**config.mk**
```make
export PLATFORM = sky130hd
export DESIGN_NAME = sws_div
export DESIGN_NICKNAME = d
export VERILOG_FILES = /design/src/rtl/sws_pkg.sv /design/src/rtl/sws_div.sv
export SDC_FILE = /design/constraint.sdc
export NUM_CORES = 2
export LEC_CHECK = 0
export BUFFER_PORTS_ARGS = -buffer_cell sky130_fd_sc_hd__buf_4
export CORE_MARGIN = 2
export CORE_UTILIZATION = 60
export DETAILED_ROUTE_END_ITERATION = 7
export PLACE_DENSITY = 0.76
export SKIP_LAST_GASP = 1
export SLEW_MARGIN = 0
export SYNTH_ARGS = -nofsm -noshare
export SYNTH_HDL_FRONTEND = slang
export SYNTH_SLANG_ARGS = --single-unit
```
**constraint.sdc**
```tcl
create_clock -name clk -period 4.75 [get_ports clk]
set_clock_uncertainty 0.1 [all_clocks]
set_input_delay 0.95 -clock clk [delete_from_list [all_inputs] [get_ports clk]]
set_output_delay 0.95 -clock clk [all_outputs]
set_load 0.02 [all_outputs]
```
**src/rtl/sws_pkg.sv**
```systemverilog
// ----------------------------------------------------------------------------
// sws_pkg
// Shared constants, types and the arctangent table of the sinc sample pipeline.
// ----------------------------------------------------------------------------
package sws_pkg;

	// table geometry and output scale
	localparam int SAMPLE_COUNT = 8192;
	localparam int HALF         = SAMPLE_COUNT / 2;
	localparam int MIDLEVEL     = 2048;
	localparam int VAL_MAX      = 4095;

	// fixed-point constants
	localparam logic [18:0] TWO_PI_Q16      = 19'd411775;
	localparam int          CORDIC_GAIN_Q30 = 652032874;
	localparam int          CORDIC_STEPS    = 17;
	localparam int          QBITS           = 15;

	// field and datapath widths
	localparam int IDX_W = 13;
	localparam int PC_W  = 10;
	localparam int D_W   = 13;
	localparam int NUM_W = 24;
	localparam int Z_W   = 19;
	localparam int XY_W  = 33;
	localparam int S_W   = 15;
	localparam int DVS_W = 43;
	localparam int DVD_W = S_W + 30;
	localparam int Q_W   = QBITS + 1;
	localparam int VAL_W = 12;

	// sideband that travels with each sample
	typedef struct packed {
		logic             centre;
		logic             neg;
		logic [NUM_W-1:0] num;
	} sws_side_t;

	// round(atan(2^-i) * 2^16)
	function automatic logic signed [Z_W-1:0] atan_q16(input int i);
		logic signed [Z_W-1:0] a;
		case (i)
			0:  a = 19'sd51472;
			1:  a = 19'sd30386;
			2:  a = 19'sd16055;
			3:  a = 19'sd8150;
			4:  a = 19'sd4091;
			5:  a = 19'sd2047;
			6:  a = 19'sd1024;
			7:  a = 19'sd512;
			8:  a = 19'sd256;
			9:  a = 19'sd128;
			10: a = 19'sd64;
			11: a = 19'sd32;
			12: a = 19'sd16;
			13: a = 19'sd8;
			14: a = 19'sd4;
			15: a = 19'sd2;
			16: a = 19'sd1;
			default: a = 19'sd0;
		endcase
		return a;
	endfunction

endpackage

```
**src/rtl/sws_div.sv**
```systemverilog
// ----------------------------------------------------------------------------
// sws_div
// Pipelined restoring divider for the sinc quotient, saturating at 1.0 in Q1.15.
// ----------------------------------------------------------------------------
module sws_div import sws_pkg::*; (
	input  logic             clk,
	input  logic             arst_n,
	input  logic             in_valid,
	input  logic [S_W-1:0]   s_in,
	input  logic [DVS_W-1:0] dvs_in,
	input  sws_side_t        side_in,
	output logic             out_valid,
	output logic [Q_W-1:0]   q_out,
	output sws_side_t        side_out
);

	localparam int CMP_W = DVS_W + QBITS;

	logic             v_sn    [0:QBITS];
	logic             sat_sn  [0:QBITS];
	logic [DVD_W-1:0] rem_sn  [0:QBITS];
	logic [QBITS-1:0] q_sn    [0:QBITS];
	logic [DVS_W-1:0] dvs_sn  [0:QBITS];
	sws_side_t        side_sn [0:QBITS];

	logic [DVD_W-1:0] dvd;
	assign dvd = {s_in, 30'd0};

	// first stage: quotient of one or more saturates
	always_ff @(posedge clk or negedge arst_n) begin
		if (!arst_n) begin
			v_sn[0] <= 1'b0;
		end else begin
			v_sn[0] <= in_valid;
		end
	end

	always_ff @(posedge clk) begin
		sat_sn[0]  <= CMP_W'(dvd) >= (CMP_W'(dvs_in) << QBITS);
		rem_sn[0]  <= dvd;
		q_sn[0]    <= '0;
		dvs_sn[0]  <= dvs_in;
		side_sn[0] <= side_in;
	end

	// one quotient bit per stage, most significant first
	for (genvar j = 1; j <= QBITS; j++) begin : g_bit
		localparam int B = QBITS - j;
		logic [CMP_W-1:0] trial;
		logic             fits;
		assign trial = CMP_W'(dvs_sn[j-1]) << B;
		assign fits  = CMP_W'(rem_sn[j-1]) >= trial;

		always_ff @(posedge clk or negedge arst_n) begin
			if (!arst_n) begin
				v_sn[j] <= 1'b0;
			end else begin
				v_sn[j] <= v_sn[j-1];
			end
		end

		always_ff @(posedge clk) begin
			rem_sn[j]    <= fits ? DVD_W'(CMP_W'(rem_sn[j-1]) - trial) : rem_sn[j-1];
			q_sn[j]      <= q_sn[j-1] | (QBITS'(fits) << B);
			sat_sn[j]    <= sat_sn[j-1];
			dvs_sn[j]    <= dvs_sn[j-1];
			side_sn[j]   <= side_sn[j-1];
		end
	end

	assign out_valid = v_sn[QBITS];
	assign q_out     = sat_sn[QBITS] ? Q_W'(1 << QBITS) : {1'b0, q_sn[QBITS]};
	assign side_out  = side_sn[QBITS];

endmodule

```
==> summary.txt <==
Final ANT Viol Nets: 0
fin crit share: 92.71%
WL per Instance: 16.18 um
layout cells sized above 1: 10.60%
Root Driver: clkbuf_16
Synth Area in Compound Gates: 15.61%
core area: 117600 um^2
area growth from synthesis to layout: 12.46%
worst vdd ir: 372.7 uV
clk_lat worst skew: 0.77 ns
Synth Area in Simple Gates: 9.423%
hold depth: 1
top-area cell type share of the netlist area: 49.03%
dominant cell type by area after synthesis: dfxtp_1
CTS Sinks: 1753
XOR/XNOR Fraction of Synth Area: 5.570%
Max FO, Critical Path: 39
Initial DRT Pass Iterations: 6
startpoint type of the worst setup path: flop
Iter 0 DRT Violations: 2672
vias: 49030
post-synthesis cell type count: 92
Max-cap violations: 0
leak pwr: 37.65 nW
Top FF cell, synth: dfxtp_1
# IOs: 130
Tmin final: 4.404 ns
# port buffers: 129
Critical Path RT: 5.28 ns
Ys Warns: 0
Die Y: 347.8 um
CTS tree: done
Achievable Freq: 227.1 MHz
Synth top cells by count: dfxtp_1 (1737), inv_1 (704), ha_1 (566)
Cell Rows: 126
status: finished clean
htree depth: 4
# nets final: 7942
die width: 347.8 um
PostCTS Resize Cnt: 0
drt drc: 0
worst-margin pin slew: 1.095 ns
largest net degree at the start of global routing: 64
total wire length: 145000 um
top post-synthesis cells by area: dfxtp_1 (49%), ha_1 (10%), inv_1 (3.7%)
CTS clock-pin slew for the worst setup and hold paths: 0.07 ns
syn_area_per_cell: 9.989 um^2
placed cells: 8638
initial core utilization: 60.30%
Via density: 5.472
asr flop ratio synth: 0.9127%
Synthesized Nets: 7766
type of the worst setup path: flop to flop
cell with the most instances after synthesis: dfxtp_1
main combinational cell family by area after synthesis: compound AO/OA/AOI/OAI gates
Power, Total: 0.03770 W
mux contribution to synthesized area: 4.612%
final hold vios: 0
Post-CTS Setup Bufs: 0
number of CTS-inserted buffers: 171
first-pass GRT wire length: 235900 um
Slew headroom: 26.84%
#FFs+latches synth: 1753
total die area: 121000 um^2
type of the worst min-delay path: input port to flop
RSZ-0062 raised after global routing: false
footprint of the multi-input gates: 32420 um^2
power per cell area: 472.7 nW/um^2
reg2reg path depth: 13
final setup fails: 0
dpl ws: 0.3355 ns
grt ovf: 0
Post-synth EDFFs: 0
initial antenna violation count: 3
Fill cells: 8934
Adder-Cell Fraction of Synth Area: 10.35%
cells after synthesis: 7100
Non-Filler Instances: 8961
setup TNS: 0 ns
area of the mapped netlist: 70920 um^2
vias in the first global route: 49400
Hold WS: 0.1716 ns
overall routing resource usage: 23.69%
Crit path arrival time: 4.93 ns
PnR worst setup slack: 0.3464 ns
CTS Buffer Depth: 3
Post-DP HPWL: 108500 um
Crit. End Element: flop
Slew Viols, Final: 0
register area: 35170 um^2
sequential fraction of the synthesis area: 49.60%
global placement routability congestion: 1.028
sequential cells by signal, indices dropped and copies added, names as in the netlist:
| register | cells |
|---|---|
| rem_sn | 540 |
| q_sn | 120 |
| sat_sn | 16 |
| out_valid | 1 |
| v_sn | 15 |
| side_sn | 416 |
| dvs_sn | 645 |
cell type report:
class	instances	area share (%)
Sequential cell	1753	44.10
Multi-Input combinational cell	4470	40.65
Clock buffer	237	6.230
Inverter	704	3.313
Tap cell	1536	2.410
Timing Repair Buffer	176	1.770
Clock inverter	83	1.522
Antenna cell	2	0.006275
power by group:
group	switching, W	total [W]	internal [W]
combinational	0.00385	0.00701	0.00316
clock	0.00577	0.0142	0.00845
sequential	0.000573	0.0165	0.0159
stage by stage:
step / utilization (%) / instance area, um^2
6_report: 67.81 / 79760
5_1_grt: 67.81 / 79760
2_1_floorplan: - / 70920
3_5_place_dp: 62.55 / 73560
3_3_place_gp: 62.55 / 73560
4_1_cts: 67.81 / 79750
critical path: stages, from the launching register on:
cell and delay, ns:
dfxtp_1 0.33, inv_1 0.04, ha_1 0.38, o21a_1 0.14
o31a_1 0.19, or4_1 0.15, a31oi_1 0.13, o21ai_1 0.19
a21oi_1 0.16, o31ai_1 0.66, a221oi_2 0.18, o211a_1 0.31
nor2_4 0.85, mux2_2 0.43
final timing paths:
kind | start | to | slack, ns
worst max-delay path | dvs_sn[8][2] | rem_sn[9][20] | 0.35
worst min-delay path | side_in[4] | side_sn[0][4] | 0.17
worst max register to register | dvs_sn[8][2] | rem_sn[9][20] | 0.35
worst min register to register | side_sn[7][23] | side_sn[8][23] | 0.22
max in group asynchronous | arst_n | v_sn[9] | 3.87
min in group asynchronous | arst_n | v_sn[5] | 0.49
kinds of logic (layout without fill, tap and decap cells):
family / count (synthesis) / after routing
buffers and inverters: 877 / 1200
flip-flops: 1753 / 1753
adder cells (fa/ha/maj): 579 / 579
other: 0 / 2
multiplexers: 279 / 279
AO/OA/AOI/OAI: 1755 / 1755
XOR/XNOR: 451 / 451
AND/OR/NAND/NOR: 1406 / 1406
metal layers:
| layer | wire length [um] | share of wire [%] | GRT usage [%] | up-vias |
|---|---|---|---|---|
| met1 | 57270 | 40 | 24.68 | 22490 |
| li1 | - | - | - | 24890 |
| met5 | 0 | 0 | 0 | - |
| met4 | 10180 | 7.0 | 16.32 | 0 |
| met3 | 4589 | 3.2 | 3.131 | 484 |
| met2 | 72940 | 50 | 44.00 | 1173 |
cells in the final DEF, fill, tap and decap left out, types with 76 or more instances in the layout:
cell / count
a21o_1: 282
a21oi_1: 519
buf_4: 168
clkbuf_16: 172
dfxtp_1: 1737
ha_1: 566
inv_1: 704
mux2_2: 220
nand2_1: 458
nand3_1: 102
nand4_1: 108
nor2_1: 331
nor3_1: 76
o21ai_0: 431
xnor2_1: 266
xor2_1: 185
timing repair:
action	CTS	global route
setup endpoints to repair	0	0
hold buffers	1	0
endpoints found under the hold margin	16	0
Power figures use the tool's default switching activity.
