[src/rtl/sws_pkg.sv]
// ----------------------------------------------------------------------------
// sws_pkg
// Shared constants, types and the arctangent table of the sinc sample pipeline.
// ----------------------------------------------------------------------------
package sws_pkg;

	// table geometry and output scale
	localparam int SAMPLE_COUNT = 8192;
	localparam int HALF         = SAMPLE_COUNT / 2;
	localparam int MIDLEVEL     = 2048;
	localparam int VAL_MAX      = 4095;

	// fixed-point constants
	localparam logic [18:0] TWO_PI_Q16      = 19'd411775;
	localparam int          CORDIC_GAIN_Q30 = 652032874;
	localparam int          CORDIC_STEPS    = 17;
	localparam int          QBITS           = 15;

	// field and datapath widths
	localparam int IDX_W = 13;
	localparam int PC_W  = 10;
	localparam int D_W   = 13;
	localparam int NUM_W = 24;
	localparam int Z_W   = 19;
	localparam int XY_W  = 33;
	localparam int S_W   = 15;
	localparam int DVS_W = 43;
	localparam int DVD_W = S_W + 30;
	localparam int Q_W   = QBITS + 1;
	localparam int VAL_W = 12;

	// sideband that travels with each sample
	typedef struct packed {
		logic             centre;
		logic             neg;
		logic [NUM_W-1:0] num;
	} sws_side_t;

	// round(atan(2^-i) * 2^16)
	function automatic logic signed [Z_W-1:0] atan_q16(input int i);
		logic signed [Z_W-1:0] a;
		case (i)
			0:  a = 19'sd51472;
			1:  a = 19'sd30386;
			2:  a = 19'sd16055;
			3:  a = 19'sd8150;
			4:  a = 19'sd4091;
			5:  a = 19'sd2047;
			6:  a = 19'sd1024;
			7:  a = 19'sd512;
			8:  a = 19'sd256;
			9:  a = 19'sd128;
			10: a = 19'sd64;
			11: a = 19'sd32;
			12: a = 19'sd16;
			13: a = 19'sd8;
			14: a = 19'sd4;
			15: a = 19'sd2;
			16: a = 19'sd1;
			default: a = 19'sd0;
		endcase
		return a;
	endfunction

endpackage

[src/rtl/sws_cordic.sv]
// ----------------------------------------------------------------------------
// sws_cordic
// Unrolled rotation-mode CORDIC, one micro-rotation per register stage.
// ----------------------------------------------------------------------------
module sws_cordic import sws_pkg::*; (
	input  logic                   clk,
	input  logic                   arst_n,
	input  logic                   in_valid,
	input  logic signed [Z_W-1:0]  z_in,
	input  sws_side_t              side_in,
	output logic                   out_valid,
	output logic signed [XY_W-1:0] y_out,
	output sws_side_t              side_out
);

	logic                   v_sn    [0:CORDIC_STEPS];
	logic signed [XY_W-1:0] x_sn    [0:CORDIC_STEPS];
	logic signed [XY_W-1:0] y_sn    [0:CORDIC_STEPS];
	logic signed [Z_W-1:0]  z_sn    [0:CORDIC_STEPS];
	sws_side_t              side_sn [0:CORDIC_STEPS];

	// load stage: start vector on the x axis at the gain
	always_ff @(posedge clk or negedge arst_n) begin
		if (!arst_n) begin
			v_sn[0] <= 1'b0;
		end else begin
			v_sn[0] <= in_valid;
		end
	end

	always_ff @(posedge clk) begin
		x_sn[0]    <= XY_W'(CORDIC_GAIN_Q30);
		y_sn[0]    <= '0;
		z_sn[0]    <= z_in;
		side_sn[0] <= side_in;
	end

	// micro-rotations
	for (genvar k = 1; k <= CORDIC_STEPS; k++) begin : g_rot
		logic signed [XY_W-1:0] dx;
		logic signed [XY_W-1:0] dy;
		assign dx = y_sn[k-1] >>> (k-1);
		assign dy = x_sn[k-1] >>> (k-1);

		always_ff @(posedge clk or negedge arst_n) begin
			if (!arst_n) begin
				v_sn[k] <= 1'b0;
			end else begin
				v_sn[k] <= v_sn[k-1];
			end
		end

		always_ff @(posedge clk) begin
			if (!z_sn[k-1][Z_W-1]) begin
				x_sn[k] <= x_sn[k-1] - dx;
				y_sn[k] <= y_sn[k-1] + dy;
				z_sn[k] <= z_sn[k-1] - atan_q16(k-1);
			end else begin
				x_sn[k] <= x_sn[k-1] + dx;
				y_sn[k] <= y_sn[k-1] - dy;
				z_sn[k] <= z_sn[k-1] + atan_q16(k-1);
			end
			side_sn[k] <= side_sn[k-1];
		end
	end

	assign out_valid = v_sn[CORDIC_STEPS];
	assign y_out     = y_sn[CORDIC_STEPS];
	assign side_out  = side_sn[CORDIC_STEPS];

endmodule

[config.mk]
export PLATFORM = sky130hd
export DESIGN_NAME = sws_cordic
export DESIGN_NICKNAME = d
export VERILOG_FILES = /design/src/rtl/sws_pkg.sv /design/src/rtl/sws_cordic.sv
export SDC_FILE = /design/constraint.sdc
export NUM_CORES = 2
export LEC_CHECK = 0
export BUFFER_PORTS_ARGS = -buffer_cell sky130_fd_sc_hd__buf_2
export CELL_PAD_IN_SITES_DETAIL_PLACEMENT = 1
export CELL_PAD_IN_SITES_GLOBAL_PLACEMENT = 1
export CORE_ASPECT_RATIO = 2
export CORE_MARGIN = 10
export CORE_UTILIZATION = 50
export DETAILED_ROUTE_END_ITERATION = 8
export PLACE_DENSITY_LB_ADDON = 0.1
export SKIP_CTS_REPAIR_TIMING = 1
export SLEW_MARGIN = 25
export SYNTH_ARGS = -nofsm -noshare
export SYNTH_HDL_FRONTEND = slang
export SYNTH_SLANG_ARGS = --single-unit
export TNS_END_PERCENT = 20
[constraint.sdc]
create_clock -name clk -period 4.7 [get_ports clk]
set_input_delay 0.705 -clock clk [delete_from_list [all_inputs] [get_ports clk]]
set_output_delay 0.705 -clock clk [all_outputs]
set_load 0.02 [all_outputs]
==> results.toml <==
[clock_network]
clk_latency_ns = 0.90
cts_buffers = 169
clockRootBuffer = "clkbuf_16"
cts_tree = "built"
clk_pin_slew_worst_paths_ns = 0.07
ctsHtreeMaxLevel = 4
clk_path_buf_depth = 4
cts_sinks = 1764

[global_route]
use_met3 = 0.0371
grt_pass1_vias = 97600
grt_max_degree = 62
grt_first_pass_wirelength_um = 556000
overflow = 0
antenna_found_initial = 18
met1_usage = 0.247
top_usage_layer = "met2"
grtUsageTotal = 0.313
grt_util_met2 = 0.619

[synth]
synth.cell_area_um2 = 103000
yosysSeqAreaShare = 0.342
avgSynthCellArea_um2 = 9.02
syn-num-nets = 12800
ys_ff_latch = 1764
synthCells = 11500
synth-edff-count = 0
synth_cell_type_count = 103
synth_ff_type = "dfxtp_1"
synth-async-reset-ratio = 0.0102
yosysWarnings = 0

[outcome]
status = "finished, final reports clean"

[route]
final_antenna_net_count = 0
finalWirelength_um = 370000
vias_per_cell = 5.86
post_drt_wl_per_cell_um = 24.5
dr_total_vias = 88400
first_pass_iters = 5
drtIter0Drc = 3014
drcViolationCount = 0

[final_layout]
drive_gt1_frac = 0.101
area.growth.synth_to_final_pct = 14.0
nets = 13400
finalNonFillerCells = 15100
fillCellCount = 23900

[placement]
gp_congestion = 0.968
post-place-cells = 14700
portBuffers = 107
dp_hpwl_um = 299000

[worst_setup_path]
worst-endpoint-required_ns = 5.45
rr_endpoint = "y_sn[5][30]"
arrival_ns = 5.31
worst_setup_path_start_kind = "flop"
reg2reg_from = "x_sn[4][42]"
reg2regPathDepth = 22
crit_path_max_fanout = 4
reg2reg_slack_ns = 0.14
path_class = "reg2reg"
end_kind = "flop"

[worst_hold_path]
holdPathStages = 0
min_to = "side_sn[12][12]"
hp-start = "side_sn[11][12]"
hold_path.class = "reg2reg"

[sta]
drv_slew = 0
tightest_slew_ns = 0.969
fmax_mhz = 219
fin_tns_setup_ns = 0
rsz0062_at_grt = "yes"
maxSlewHeadroom = 0.354
min_period_ns = 4.56
setup_violations = 0
finalCritPeriodShare = 0.971
fin_skew_ns = 0.0753
hold_viol = 0

[floorplan]
die-area_um2 = 227000
start_util = 0.501
placeableCoreArea_um2 = 206000
die_x_um = 342
rows = 236
dieHeight_um = 663
num_io_pins = 108

[job]
max_cap_violations = 0
## layout by cell type (no fill, tap or decap), types with 35 or more instances in the layout
cell / synthesis / routed
a211oi_1: 105 / 100
a21boi_0: 39 / 37
a21o_1: 530 / 530
a21oi_1: 1247 / 1242
a31oi_1: 131 / 123
and2_1: 59 / 59
and3_1: 97 / 96
buf_2: 0 / 107
buf_4: 36 / 572
clkbuf_16: 0 / 170
dfxtp_1: 1746 / 1732
diode_2: 0 / 53
dlygate4sd3_1: 0 / 47
fa_1: 45 / 45
ha_1: 1191 / 1190
inv_1: 533 / 533
mux2_2: 61 / 61
mux2i_1: 55 / 55
nand2_1: 468 / 468
nand2b_1: 114 / 114
nand3_1: 155 / 154
nand4_1: 67 / 67
nor2_1: 981 / 977
nor2b_1: 124 / 124
nor3_1: 296 / 287
nor4_1: 88 / 83
o211ai_1: 43 / 43
o21a_1: 139 / 139
o21ai_0: 457 / 449
o21bai_1: 185 / 185
o31ai_1: 51 / 49
o41ai_1: 42 / 35
or2_2: 45 / 45
or3_1: 64 / 64
xnor2_1: 1052 / 1045
xor2_1: 567 / 560
## sequential cells by signal, indices dropped and copies added (netlist names)
register   flops
y_sn         529
side_sn      468
x_sn         454
z_sn         295
v_sn          17
out_valid      1
## worst max path at each step
stage | startpoint | endpoint
global placement | x_sn[4][8] | y_sn[4][65]
finish | x_sn[4][42] | y_sn[5][30]
global route | y_sn[2][42] | x_sn[3][31]
floorplan | x_sn[8][18] | y_sn[8][65]
detailed placement | x_sn[4][8] | y_sn[4][65]
CTS | x_sn[7][48] | y_sn[8][30]
## worst max-delay path, stage by stage (launching register included)
cell and delay (ns):
dfxtp_1 0.35, inv_1 0.07, ha_1 0.16, nor3b_1 0.18
buf_4 0.17, nor4b_2 0.19, buf_4 0.18, nand2_1 0.13
nor4_4 0.18, buf_4 0.19, a21oi_1 0.08, xnor2_1 0.13
ha_1 0.39, nand4_1 0.20, buf_4 0.20, o41ai_2 0.40
a31oi_1 0.07, o21ai_0 0.13, a31o_2 0.32, a211oi_2 0.16
o31ai_1 0.28, a21oi_1 0.13, xnor2_1 0.14
## synth_stat cells, types with 24 or more instances
| cell type | n | area [um^2] |
|---|---|---|
| buf_1 | 26 | 97.6 |
| or2_2 | 45 | 282 |
| o41ai_1 | 42 | 368 |
| nand4_1 | 67 | 419 |
| buf_4 | 36 | 270 |
| or3_1 | 64 | 400 |
| mux2i_1 | 55 | 551 |
| o21bai_1 | 185 | 1390 |
| nand3_1 | 155 | 776 |
| nor3b_1 | 45 | 338 |
| or4_1 | 28 | 210 |
| nand2_1 | 468 | 1760 |
| a21boi_0 | 39 | 293 |
| and3_1 | 97 | 607 |
| o31ai_1 | 51 | 383 |
| fa_1 | 45 | 901 |
| nor2b_1 | 124 | 776 |
| nor4_1 | 88 | 551 |
| clkbuf_1 | 150 | 563 |
| nor2_1 | 981 | 3680 |
| and2_1 | 59 | 369 |
| a31oi_1 | 131 | 820 |
| nor3_1 | 296 | 1480 |
| o21a_1 | 139 | 1040 |
| mux2_2 | 61 | 687 |
| a21oi_1 | 1247 | 6240 |
| a21o_1 | 530 | 3980 |
| dfxtp_1 | 1746 | 35000 |
| ha_1 | 1191 | 14900 |
| o211ai_1 | 43 | 323 |
| xnor2_1 | 1052 | 9210 |
| inv_1 | 533 | 2000 |
| a31o_2 | 24 | 210 |
| o21ai_0 | 457 | 2290 |
| xor2_1 | 567 | 4970 |
| nand2b_1 | 114 | 713 |
| a211oi_1 | 105 | 788 |
## final cells by class
cell class,count,area (um^2),area share
Antenna cell,53,133,0.00112
Multi-Input combinational cell,8961,65700,0.557
Clock inverter,88,1270,0.0107
Sequential cell,1764,35400,0.300
Clock buffer,211,4630,0.0392
Inverter,536,2010,0.0171
Timing Repair Buffer,732,5410,0.0459
Tap cell,2737,3420,0.0290
## cell families after synthesis
kind of cell	Yosys count	synth area share
compound gates	3282	0.201
simple gates	2707	0.126
buf+inv	748	0.0284
flops	1764	0.342
mux	117	0.0121
fa+ha+maj	1236	0.153
xor+xnor	1619	0.137
## layer usage
metal | vias up | part of all wire
li1 | 42200 | -
met5 | - | 0.000051
met4 | 4 | 0.13
met2 | 1867 | 0.55
met3 | 1397 | 0.025
met1 | 43000 | 0.30
## metrics by stage
stage | hold slack (ns) | util | instance area (um^2) | worst slack, ns
3_5_place_dp | 0.313 | 0.537 | 111000 | -0.131
5_1_grt | 0.313 | 0.572 | 118000 | -0.0577
4_1_cts | -0.258 | 0.566 | 117000 | -0.178
3_3_place_gp | 0.310 | 0.537 | 111000 | -0.0271
2_1_floorplan | 0.310 | - | 103000 | 0.506
6_report | 0.299 | 0.572 | 118000 | 0.136
Power is not shown: default switching activity piles up to over one toggle a cycle in this logic, so the estimate is an artifact.
